File: config.mk
export PLATFORM = sky130hd
export DESIGN_NAME = response_deadline_watchdog_flat
export DESIGN_NICKNAME = d
export VERILOG_FILES = /design/src/rdw_pkg.sv /design/src/rdw_req_if.sv /design/src/rdw_rsp_if.sv /design/src/rdw_record.sv /design/src/response_deadline_watchdog.sv /design/src/flat_wrapper.sv
export SDC_FILE = /design/constraint.sdc
export NUM_CORES = 1
export LEC_CHECK = 0
export ABC_AREA = 0
export BUFFER_PORTS_ARGS = -buffer_cell sky130_fd_sc_hd__buf_4
export CAP_MARGIN = 5
export CORE_MARGIN = 2
export CORE_UTILIZATION = 25
export CTS_CLUSTER_SIZE = 25
export DETAILED_ROUTE_END_ITERATION = 7
export PLACE_DENSITY = 0.49
export SLEW_MARGIN = 20
export SYNTH_ARGS = -nofsm -noshare
export SYNTH_HDL_FRONTEND = slang
export SYNTH_SLANG_ARGS = --single-unit
File: constraint.sdc
create_clock -name clock -period 5.2 [get_ports clock]
set_clock_uncertainty 0.1 [all_clocks]
set_input_delay 1.04 -clock clock [delete_from_list [all_inputs] [get_ports clock]]
set_output_delay 1.04 -clock clock [all_outputs]
set_load 0.005 [all_outputs]
File: src/rdw_pkg.sv
package rdw_pkg;

   localparam int SOCKET_ID_WIDTH_DEFAULT = 8;
   localparam int TIME_WIDTH              = 32;
   localparam int CMD_WIDTH               = 3;
   localparam int CSR_DATA_WIDTH          = 32;
   localparam int CSR_ADDR_WIDTH          = 3;

   // word index of a csr access (byte address / 4)
   localparam logic CSR_IDX_DEADLINE = 1'b0;

   typedef enum logic [CMD_WIDTH-1:0] {
      CMD_ARM    = 3'd0,
      CMD_EXEMPT = 3'd1,
      CMD_DISARM = 3'd2,
      CMD_CHECK  = 3'd3,
      CMD_GUARD  = 3'd4
   } cmd_type;

   // elapsed value reported when nothing can be measured
   localparam logic signed [TIME_WIDTH-1:0] ELAPSED_NONE = '1;

   typedef struct packed {
      logic                          breach;
      logic signed [TIME_WIDTH-1:0]  elapsed_ms;
      logic                          guarded;
   } result_type;

endpackage

File: src/rdw_req_if.sv
interface rdw_req_if
   import rdw_pkg::*;
#(
   parameter int SOCKET_ID_WIDTH = SOCKET_ID_WIDTH_DEFAULT
) ();
   logic                         valid;
   logic                         ready;
   logic [CMD_WIDTH-1:0]         command;
   logic signed [SOCKET_ID_WIDTH:0] socket_id;
   logic [TIME_WIDTH-1:0]        now_ms;

   modport source (output valid, output command, output socket_id, output now_ms,
                   input ready);
   modport sink   (input valid, input command, input socket_id, input now_ms,
                   output ready);
endinterface

File: src/rdw_rsp_if.sv
interface rdw_rsp_if
   import rdw_pkg::*;
();
   logic                         valid;
   logic                         ready;
   logic                         breach;
   logic signed [TIME_WIDTH-1:0] elapsed_ms;
   logic                         guarded;

   modport source (output valid, output breach, output elapsed_ms, output guarded,
                   input ready);
   modport sink   (input valid, input breach, input elapsed_ms, input guarded,
                   output ready);
endinterface

File: src/rdw_record.sv
module rdw_record
   import rdw_pkg::*;
#(
   parameter int SOCKET_ID_WIDTH = SOCKET_ID_WIDTH_DEFAULT
) (
   input  logic                          clock,
   input  logic                          reset,
   input  logic                          update,
   input  logic [CMD_WIDTH-1:0]          command,
   input  logic signed [SOCKET_ID_WIDTH:0] socket_id,
   input  logic [TIME_WIDTH-1:0]         now_ms,
   input  logic [TIME_WIDTH-1:0]         deadline_ms,
   output result_type                    result
);

   logic                       track_vld_ff, track_vld_in;
   logic [SOCKET_ID_WIDTH-1:0] track_id_ff, track_id_in;
   logic [TIME_WIDTH-1:0]      start_ff, start_in;
   logic                       started_ff, started_in;
   logic                       exempt_ff, exempt_in;
   logic                       breached_ff, breached_in;

   logic                  sock_ok;
   logic                  hit;
   logic [TIME_WIDTH-1:0] elapsed_raw;

   // sign bit set means no socket
   assign sock_ok     = ~socket_id[SOCKET_ID_WIDTH];
   assign hit         = sock_ok && track_vld_ff &&
                        (track_id_ff == socket_id[SOCKET_ID_WIDTH-1:0]);
   assign elapsed_raw = now_ms - start_ff;

   always_comb begin
      track_vld_in = track_vld_ff;
      track_id_in  = track_id_ff;
      start_in     = start_ff;
      started_in   = started_ff;
      exempt_in    = exempt_ff;
      breached_in  = breached_ff;
      result       = '0;
      unique case (cmd_type'(command))
         CMD_ARM: begin
            track_vld_in = sock_ok;
            track_id_in  = socket_id[SOCKET_ID_WIDTH-1:0];
            start_in     = '0;
            started_in   = 1'b0;
            exempt_in    = 1'b0;
            breached_in  = 1'b0;
         end
         CMD_EXEMPT: begin
            if (hit) begin
               exempt_in = 1'b1;
            end
         end
         CMD_DISARM: begin
            result.elapsed_ms = (track_vld_ff && started_ff && !breached_ff) ?
                                elapsed_raw : ELAPSED_NONE;
            track_vld_in = 1'b0;
            start_in     = '0;
            started_in   = 1'b0;
            exempt_in    = 1'b0;
            breached_in  = 1'b0;
         end
         CMD_CHECK: begin
            if (hit && !exempt_ff) begin
               priority if (breached_ff) begin
                  result.breach = 1'b1;
               end else if (!started_ff) begin
                  started_in = 1'b1;
                  start_in   = now_ms;
               end else if ((deadline_ms != '0) && (elapsed_raw >= deadline_ms)) begin
                  breached_in   = 1'b1;
                  result.breach = 1'b1;
               end else begin
                  // still inside the deadline: proceed
               end
            end
         end
         CMD_GUARD: begin
            result.guarded = hit && !exempt_ff;
         end
         default: begin
         end
      endcase
   end

   always_ff @(posedge clock) begin
      if (reset) begin
         track_vld_ff <= 1'b0;
         started_ff   <= 1'b0;
         exempt_ff    <= 1'b0;
         breached_ff  <= 1'b0;
         start_ff     <= '0;
      end else if (update) begin
         track_vld_ff <= track_vld_in;
         started_ff   <= started_in;
         exempt_ff    <= exempt_in;
         breached_ff  <= breached_in;
         start_ff     <= start_in;
      end
   end

   always_ff @(posedge clock) begin
      if (update) begin
         track_id_ff <= track_id_in;
      end
   end

endmodule

File: src/response_deadline_watchdog.sv
// Response path: the result of an accepted request is held in the output register.
// Throughput: one request per cycle; the single output register is the only stage,
//   and a request is taken whenever that register is empty or being drained.
// Reset (synchronous, active high): clears the tracked record (nothing tracked,
//   clock not started, no exemption, no breach), sets deadline_ms to 0 and
//   empties the output register.
module response_deadline_watchdog
   import rdw_pkg::*;
#(
   parameter int SOCKET_ID_WIDTH = SOCKET_ID_WIDTH_DEFAULT
) (
   input  logic                      clock,
   input  logic                      reset,
   rdw_req_if.sink                   req_chan,
   rdw_rsp_if.source                 rsp_chan,
   input  logic                      csr_psel,
   input  logic                      csr_penable,
   input  logic                      csr_pwrite,
   input  logic [CSR_ADDR_WIDTH-1:0] csr_paddr,
   input  logic [CSR_DATA_WIDTH-1:0] csr_pwdata,
   output logic [CSR_DATA_WIDTH-1:0] csr_prdata,
   output logic                      csr_pready
);

   // ---------------------------------------------------------------
   // CSR: one register, deadline_ms, at byte address 0. Any address
   // whose word index is not the deadline is ignored on write and
   // reads back zero.
   // ---------------------------------------------------------------
   logic [TIME_WIDTH-1:0] deadline_ff;
   logic                  csr_wr;
   logic                  csr_idx;

   assign csr_idx    = csr_paddr[CSR_ADDR_WIDTH-1];
   assign csr_pready = 1'b1;
   assign csr_wr     = csr_psel && csr_penable && csr_pwrite && csr_pready &&
                       (csr_idx == CSR_IDX_DEADLINE);
   assign csr_prdata = (csr_idx == CSR_IDX_DEADLINE) ? deadline_ff : '0;

   always_ff @(posedge clock) begin
      if (reset) begin
         deadline_ff <= '0;
      end else if (csr_wr) begin
         deadline_ff <= csr_pwdata;
      end
   end

   // ---------------------------------------------------------------
   // Handshake: take a request whenever the output register is free
   // or its current response leaves this cycle.
   // ---------------------------------------------------------------
   logic       rsp_vld_ff, rsp_vld_in;
   result_type rsp_data_ff;
   result_type result;
   logic       req_accept;

   assign req_chan.ready = !rsp_vld_ff || rsp_chan.ready;
   assign req_accept     = req_chan.valid && req_chan.ready;

   // record state and decision logic; state moves only on an accepted request
   rdw_record #(
      .SOCKET_ID_WIDTH (SOCKET_ID_WIDTH)
   ) u_record (
      .clock       (clock),
      .reset       (reset),
      .update      (req_accept),
      .command     (req_chan.command),
      .socket_id   (req_chan.socket_id),
      .now_ms      (req_chan.now_ms),
      .deadline_ms (deadline_ff),
      .result      (result)
   );

   assign rsp_vld_in = req_accept || (rsp_vld_ff && !rsp_chan.ready);

   always_ff @(posedge clock) begin
      if (reset) begin
         rsp_vld_ff <= 1'b0;
      end else begin
         rsp_vld_ff <= rsp_vld_in;
      end
   end

   // response payload loads with each accepted request
   always_ff @(posedge clock) begin
      if (req_accept) begin
         rsp_data_ff <= result;
      end
   end

   assign rsp_chan.valid      = rsp_vld_ff;
   assign rsp_chan.breach     = rsp_data_ff.breach;
   assign rsp_chan.elapsed_ms = rsp_data_ff.elapsed_ms;
   assign rsp_chan.guarded    = rsp_data_ff.guarded;

endmodule

File: src/flat_wrapper.sv
// flat-port wrapper written by rule: the top's interface ports become plain ports
module response_deadline_watchdog_flat import rdw_pkg::*;
#(
   parameter int SOCKET_ID_WIDTH = SOCKET_ID_WIDTH_DEFAULT
)
  (clock, reset, csr_psel, csr_penable, csr_pwrite, csr_paddr, csr_pwdata, csr_prdata, csr_pready, req_chan_valid, req_chan_command, req_chan_socket_id, req_chan_now_ms, req_chan_ready, rsp_chan_valid, rsp_chan_breach, rsp_chan_elapsed_ms, rsp_chan_guarded, rsp_chan_ready);
  rdw_req_if #(.SOCKET_ID_WIDTH(SOCKET_ID_WIDTH)) req_chan_i ();
  rdw_rsp_if rsp_chan_i ();
  input  logic clock;
  input  logic reset;
  input  logic csr_psel;
  input  logic csr_penable;
  input  logic csr_pwrite;
  input  logic [CSR_ADDR_WIDTH-1:0] csr_paddr;
  input  logic [CSR_DATA_WIDTH-1:0] csr_pwdata;
  output logic [CSR_DATA_WIDTH-1:0] csr_prdata;
  output logic csr_pready;
  input wire logic [$bits(req_chan_i.valid)-1:0] req_chan_valid;
  input wire logic [$bits(req_chan_i.command)-1:0] req_chan_command;
  input wire logic [$bits(req_chan_i.socket_id)-1:0] req_chan_socket_id;
  input wire logic [$bits(req_chan_i.now_ms)-1:0] req_chan_now_ms;
  output wire logic [$bits(req_chan_i.ready)-1:0] req_chan_ready;
  output wire logic [$bits(rsp_chan_i.valid)-1:0] rsp_chan_valid;
  output wire logic [$bits(rsp_chan_i.breach)-1:0] rsp_chan_breach;
  output wire logic [$bits(rsp_chan_i.elapsed_ms)-1:0] rsp_chan_elapsed_ms;
  output wire logic [$bits(rsp_chan_i.guarded)-1:0] rsp_chan_guarded;
  input wire logic [$bits(rsp_chan_i.ready)-1:0] rsp_chan_ready;
  assign req_chan_i.valid = req_chan_valid;
  assign req_chan_i.command = req_chan_command;
  assign req_chan_i.socket_id = req_chan_socket_id;
  assign req_chan_i.now_ms = req_chan_now_ms;
  assign req_chan_ready = req_chan_i.ready;
  assign rsp_chan_valid = rsp_chan_i.valid;
  assign rsp_chan_breach = rsp_chan_i.breach;
  assign rsp_chan_elapsed_ms = rsp_chan_i.elapsed_ms;
  assign rsp_chan_guarded = rsp_chan_i.guarded;
  assign rsp_chan_i.ready = rsp_chan_ready;
  response_deadline_watchdog #(.SOCKET_ID_WIDTH(SOCKET_ID_WIDTH)) u_core (.clock(clock), .reset(reset), .req_chan(req_chan_i), .rsp_chan(rsp_chan_i), .csr_psel(csr_psel), .csr_penable(csr_penable), .csr_pwrite(csr_pwrite), .csr_paddr(csr_paddr), .csr_pwdata(csr_pwdata), .csr_prdata(csr_prdata), .csr_pready(csr_pready));
endmodule
Yosys cells after proc, flatten, opt, wreduce, memory -nomap -nowiden
Index checks and enable logic that the tools add are counted.
- $add $sub $neg: 1
- $mul: 0
- divide/modulo/power cells: 0
- order comparisons: 1
- eq/ne operators: 9
- shifts and indexed selects: 0
- muxes and demuxes: 17
- bitwise gates (word level): 2
- reductions and logical operators: 30
- operator list (cell ; number):
    two-way mux 32 bit ; 5
    case mux 32 bit (2 select lines) ; 1
    greater-or-equal comparator 32 bit ; 1
    nonzero test 32 bit ; 1
    subtractor 32 bit ; 1
    logical AND 1 bit ; 11
    equality test 8 bit ; 1
    inequality test 2 bit, second input constant ; 4
    case mux 1 bit (2 select lines) ; 4
    two-way mux 1 bit ; 7
    equality test 3 x 2 -> 1 bit, second input constant ; 2
    AND reduction 2 bit ; 3
    AND reduction 3 bit ; 2
    nonzero test 2 bit ; 3
    AND reduction 5 bit ; 1
    logical NOT 1 bit ; 4
    AND reduction 4 bit ; 1
    equality test 3 x 1 -> 1 bit, second input constant ; 1
    equality test 3 bit, second input constant ; 1
    logical NOT 3 bit ; 1
    logical OR 1 bit ; 2
    NOT 1 bit ; 2
    OR reduction 2 bit ; 1
- register bits after elaboration: 111
- latch bits: 0
- memory bits (writable): 0
- bits in read-only memories: 0
- output and inout port bits: 69
- memories kept: 0

Longest topological paths before layout
- word-level depth: 8
- gate-level depth with buffers: 20

Modules after synthesis
Synthesis repeated with hierarchy kept, for this count alone.
- cells, all modules: 808
- area total of the unflattened synthesis: 7453.4 um^2
- modules (own cells, without submodules) (module ; instances ; cells each ; area each (um^2) ; seq. area each (um^2)):
    rdw_record ; 1 ; 592 ; 4694.5 ; 960.9
    response_deadline_watchdog ; 1 ; 216 ; 2758.9 ; 1681.6

Worst setup path after synthesis
OpenSTA, ideal clock, no wires.
- kind: input -> register
- start point: in req_chan_now_ms[0]
- end point: reg u_core.u_record.breached_ff
- arrival time: 4.370 ns
- setup slack: 0.673 ns
- stages: 18
- path buffers: 0
- path through: inv_1 ha_1 inv_1 fa_1 a21o_1 a221oi_4 nand3_1 a31oi_2 o21ai_0 xor2_1 ha_1 and4_1 nand4_1 nor4_1 a21oi_1 o31a_1 nor3_1 o21a_1
- cells in the longest elaborated chain, start to end: 8
- RTL lines (element ; line ; text):
    start: declaration ; flat_wrapper.sv:21 ; input wire logic [$bits(req_chan_i.now_ms)-1:0] req_chan_now_ms;
    subtractor 32 bit ; rdw_record.sv:31 ; assign elapsed_raw = now_ms - start_ff;
    greater-or-equal comparator 32 bit ; rdw_record.sv:71 ; end else if ((deadline_ms != '0) && (elapsed_raw >= deadline_ms)) begin
    logical AND 1 bit ; rdw_record.sv:71 ;
    two-way mux 1 bit ; rdw_record.sv:71 ;
    two-way mux 1 bit ; rdw_record.sv:68 ; end else if (!started_ff) begin
    two-way mux 1 bit ; rdw_record.sv:66 ; priority if (breached_ff) begin
    two-way mux 1 bit ; rdw_record.sv:65 ; if (hit && !exempt_ff) begin
    case mux 1 bit (2 select lines) ; rdw_record.sv:41 ; unique case (cmd_type'(command))
    end signal: assignment ; rdw_record.sv:98 ; breached_ff <= breached_in;
    end: declaration ; rdw_record.sv:21 ; logic breached_ff, breached_in;
Every way passes these cells. The select of a mux whose other input is x is not followed.
A chain may end at the register's enable or synchronous reset.

Worst setup path in the final report
Ends and elaborated chain as after synthesis.

==> impl_metrics.tcl <==
set metrics [dict create \
    hold_viol_final 0 \
    cp_slowest_cell "fa_1" \
    synth_ff_type "dfxtp_1" \
    hold_path.startpoint "u_core.u_record.exempt_ff" \
    gp_congestion 0.807 \
    numCtsBuffers 9 \
    syn_avg_cell_area_um2 8.69 \
    synth.top_cells.by_count "nand2_1 (101), nor2_1 (100), a21oi_1 (73), dfxtp_1 (69), inv_1 (69)" \
    crit_fanout 4 \
    yosys_warnings 0 \
    ctsHtreeMaxLevel 3 \
    portBuffers 151 \
    final_cells 1272 \
    criticalPathCategory "primary input to flop" \
    die_w_um 169 \
    slowest_delay_ps 390 \
    hpwl_mm 15.8 \
    cap_viol_max_count 0 \
    first_global_vias 5894 \
    synth_top_area_share_pct 20.2 \
    antenna_found_initial 0 \
    wl_mm 20.5 \
    cts_sinks 111 \
    relSlewSlack_pct 57.5 \
    crit_buf_inv 3 \
    r2r_cells 17 \
    drt_iter0_markers 316 \
    whs_ps 373 \
    initial_utilization_pct 25.5 \
    fin_tns_setup_ps 0 \
    worst_pin_slew_ps 634 \
    synth_nets 937 \
    post-synth-top-count-cell "nand2_1" \
    rsz0062_at_grt "false" \
    fin_nets 1076 \
    reg2reg_from "u_core.u_record.start_ff[0]" \
    p_per_area_nw_per_um2 239 \
    die_area_um2 28700 \
    dp_slack_ps 34.4 \
    path_clk_slew_ps 80 \
    status "completed" \
    peakVddDrop_mv 0.127 \
    synth_cell_type_count 63 \
    netlist_area_um2 6840 \
    setup_ws_ps 386 \
    clk_path_buf_depth 2 \
    coreArea_um2 26900 \
    clk_latency_ps 370 \
    synth_edf_count 42 \
    synth-async-reset-ratio_pct 0 \
    ant_nets 0 \
    r2r-end "u_core.u_record.breached_ff" \
    num_vias 5931 \
    post_cts_resized 0 \
    place_inst 1256 \
    die_h_um 169 \
    fillers 2914 \
    synthToLayoutAreaGrowth_pct 26.7 \
    dr.pass1.iters 4 \
    synth-seq-area-share_pct 38.6 \
    io_pins 155 \
    worst_ep_required_time_ps 5410 \
    worstPathCellList "buf_4 > inv_1 > ha_1 > inv_1 > fa_1 > a21o_1 > a221oi_4 > nand3_1 > a31oi_2 > o21ai_0 > xor2_1 > ha_1 > and4_1 > nand4_1 > nor4_1 > a21oi_1 > o31a_1 > nor3_1 > o21a_1" \
    cp-end-kind "flop" \
    synth.area.top_cells "dfxtp_1 (20%), edfxtp_1 (18%), ha_1 (12%)" \
    grt_remaining_overflow 0 \
    cts_hold_buf 0 \
    ys_ff_latch 111 \
    hold_path.class "flop to flop" \
    viasPerCell 4.66 \
    netlist_instances 787 \
    min_period_over_period_pct 92.6 \
    diodes 0 \
    drc 0 \
    grt_pass1_wl_mm 32.4 \
    drive_gt1_share_pct 22.1 \
    crit_path_start_kind "primary input" \
    critPathTopFamily "compound AO/OA/AOI/OAI gates" \
    setup_viol_count_final 0 \
    fin_util_pct 32.2 \
    cts_tree "built" \
    hold_path_end "u_core.u_record.exempt_ff" \
    holdPathStages 1 \
    drv_slew 0 \
    min_period_ps 4810 \
    r2r_slack_ps 900 \
    wl_per_cell_um 16.1 \
    leakage_nw 3.42 \
    row_count 60 \
    cp.arrival_ps 5020 \
    synth_largest_area_cell "dfxtp_1" \
    grt_usage_pct 14.5 \
    cts-root-buf "clkbuf_16" \
    fmax_mhz 208 \
    grt_max_degree 38 \
    cts_setup_buffers 0 \
]
-- metal layers --
layer / GRT usage [%] / vias to the layer above / wire length [um]
met5: 0 / - / 0
met3: 2.12 / 15 / 778
met1: 19.3 / 2756 / 9870
li1: - / 3037 / -
met4: 4.53 / 0 / 282
met2: 24.3 / 123 / 9560
-- placed cells by master, fill, tap and decap left out, drive strengths merged, types with 2 or more instances in the layout --
cell and instances:
o211ai 3, a211oi 6, nand4 11, inv 73
o21a 10, o21ba 11, nand2 101, a211o 2
xnor2 20, nor2 100, clkbuf 9, buf 163
nor3 11, dfxtp 69, a221o 2, and4 2
nor4 15, a221oi 2, a22o 32, o31ai 6
o21ai 19, and3b 2, a31oi 7, xor2 19
edfxtp 42, ha 63, nand3 5, nor2b 5
a21oi 74, and2 2, nor4b 2, a21o 16
nand2b 4, o21bai 2, and3 3
-- how the worst max path moves through the flow --
stage                     slack, ps                          end  depth (start not counted)               start
final                           390  u_core.u_record.breached_ff                         19  req_chan_now_ms[0]
after global routing             90  u_core.u_record.breached_ff                         19  req_chan_now_ms[0]
after CTS                       400  u_core.u_record.breached_ff                         19  req_chan_now_ms[0]
after detailed placement         30  u_core.u_record.breached_ff                         19  req_chan_now_ms[0]
after global placement           80  u_core.u_record.breached_ff                         19  req_chan_now_ms[0]
after floorplan                 670  u_core.u_record.breached_ff                         18  req_chan_now_ms[0]
-- cells by family (layout without fill, tap and decap cells) --
logic type                 count (synthesis)  in the layout  synth area share, %
xor gates and xnor gates                  39             39                 5.10
DFF                                      111            111                 38.6
buffers and inverters                    104            248                 5.83
adders and majority gates                 64             64                 11.8
other                                      1              1               0.0548
AOI/OAI and AO/OA                        200            200                 20.8
and+or+nand+nor                          268            268                 17.8
-- worst reg2reg max path, delay by kind of cell, from the launching register on --
family,cells,cell delay [ps]
compound gates,7,1690
xor+xnor,1,190
fa+ha+maj,3,860
buf+inv,1,60
flops,1,330
simple gates,5,1010
-- layout make-up --
class	instances	area, um2	share of cell area (%)
Clock inverter	7	77.6	0.895
Tap cell	341	427	4.92
Multi-Input combinational cell	572	3810	44.0
Inverter	69	259	2.99
Sequential cell	111	2640	30.5
Timing Repair Buffer	163	1220	14.1
Clock buffer	9	225	2.60
-- report_power, final --
part           internal, mW  switching, mW
clock                 0.381          0.356
combinational         0.183          0.216
sequential            0.926         0.0112
-- stage by stage --
step	instance area [um2]	power (mW)
global route	8670	2.18
global placement	8360	1.36
detailed placement	8360	1.36
floorplan	6840	1.19
CTS	8660	2.10
finish	8670	2.07
-- registers in the layout (all words and copies together), names as in the netlist --
name,cells
u_core.rsp_chan.elapsed_ms,32
u_core.deadline_ff,32
u_core.rsp_chan.valid,1
u_core.u_record.track_id_ff,8
u_core.u_record.track_vld_ff,1
u_core.u_record.started_ff,1
u_core.u_record.start_ff,32
u_core.rsp_chan.breach,1
u_core.u_record.breached_ff,1
u_core.u_record.exempt_ff,1
u_core.rsp_chan.guarded,1
Note: power is estimated with default switching activity, not from simulation.
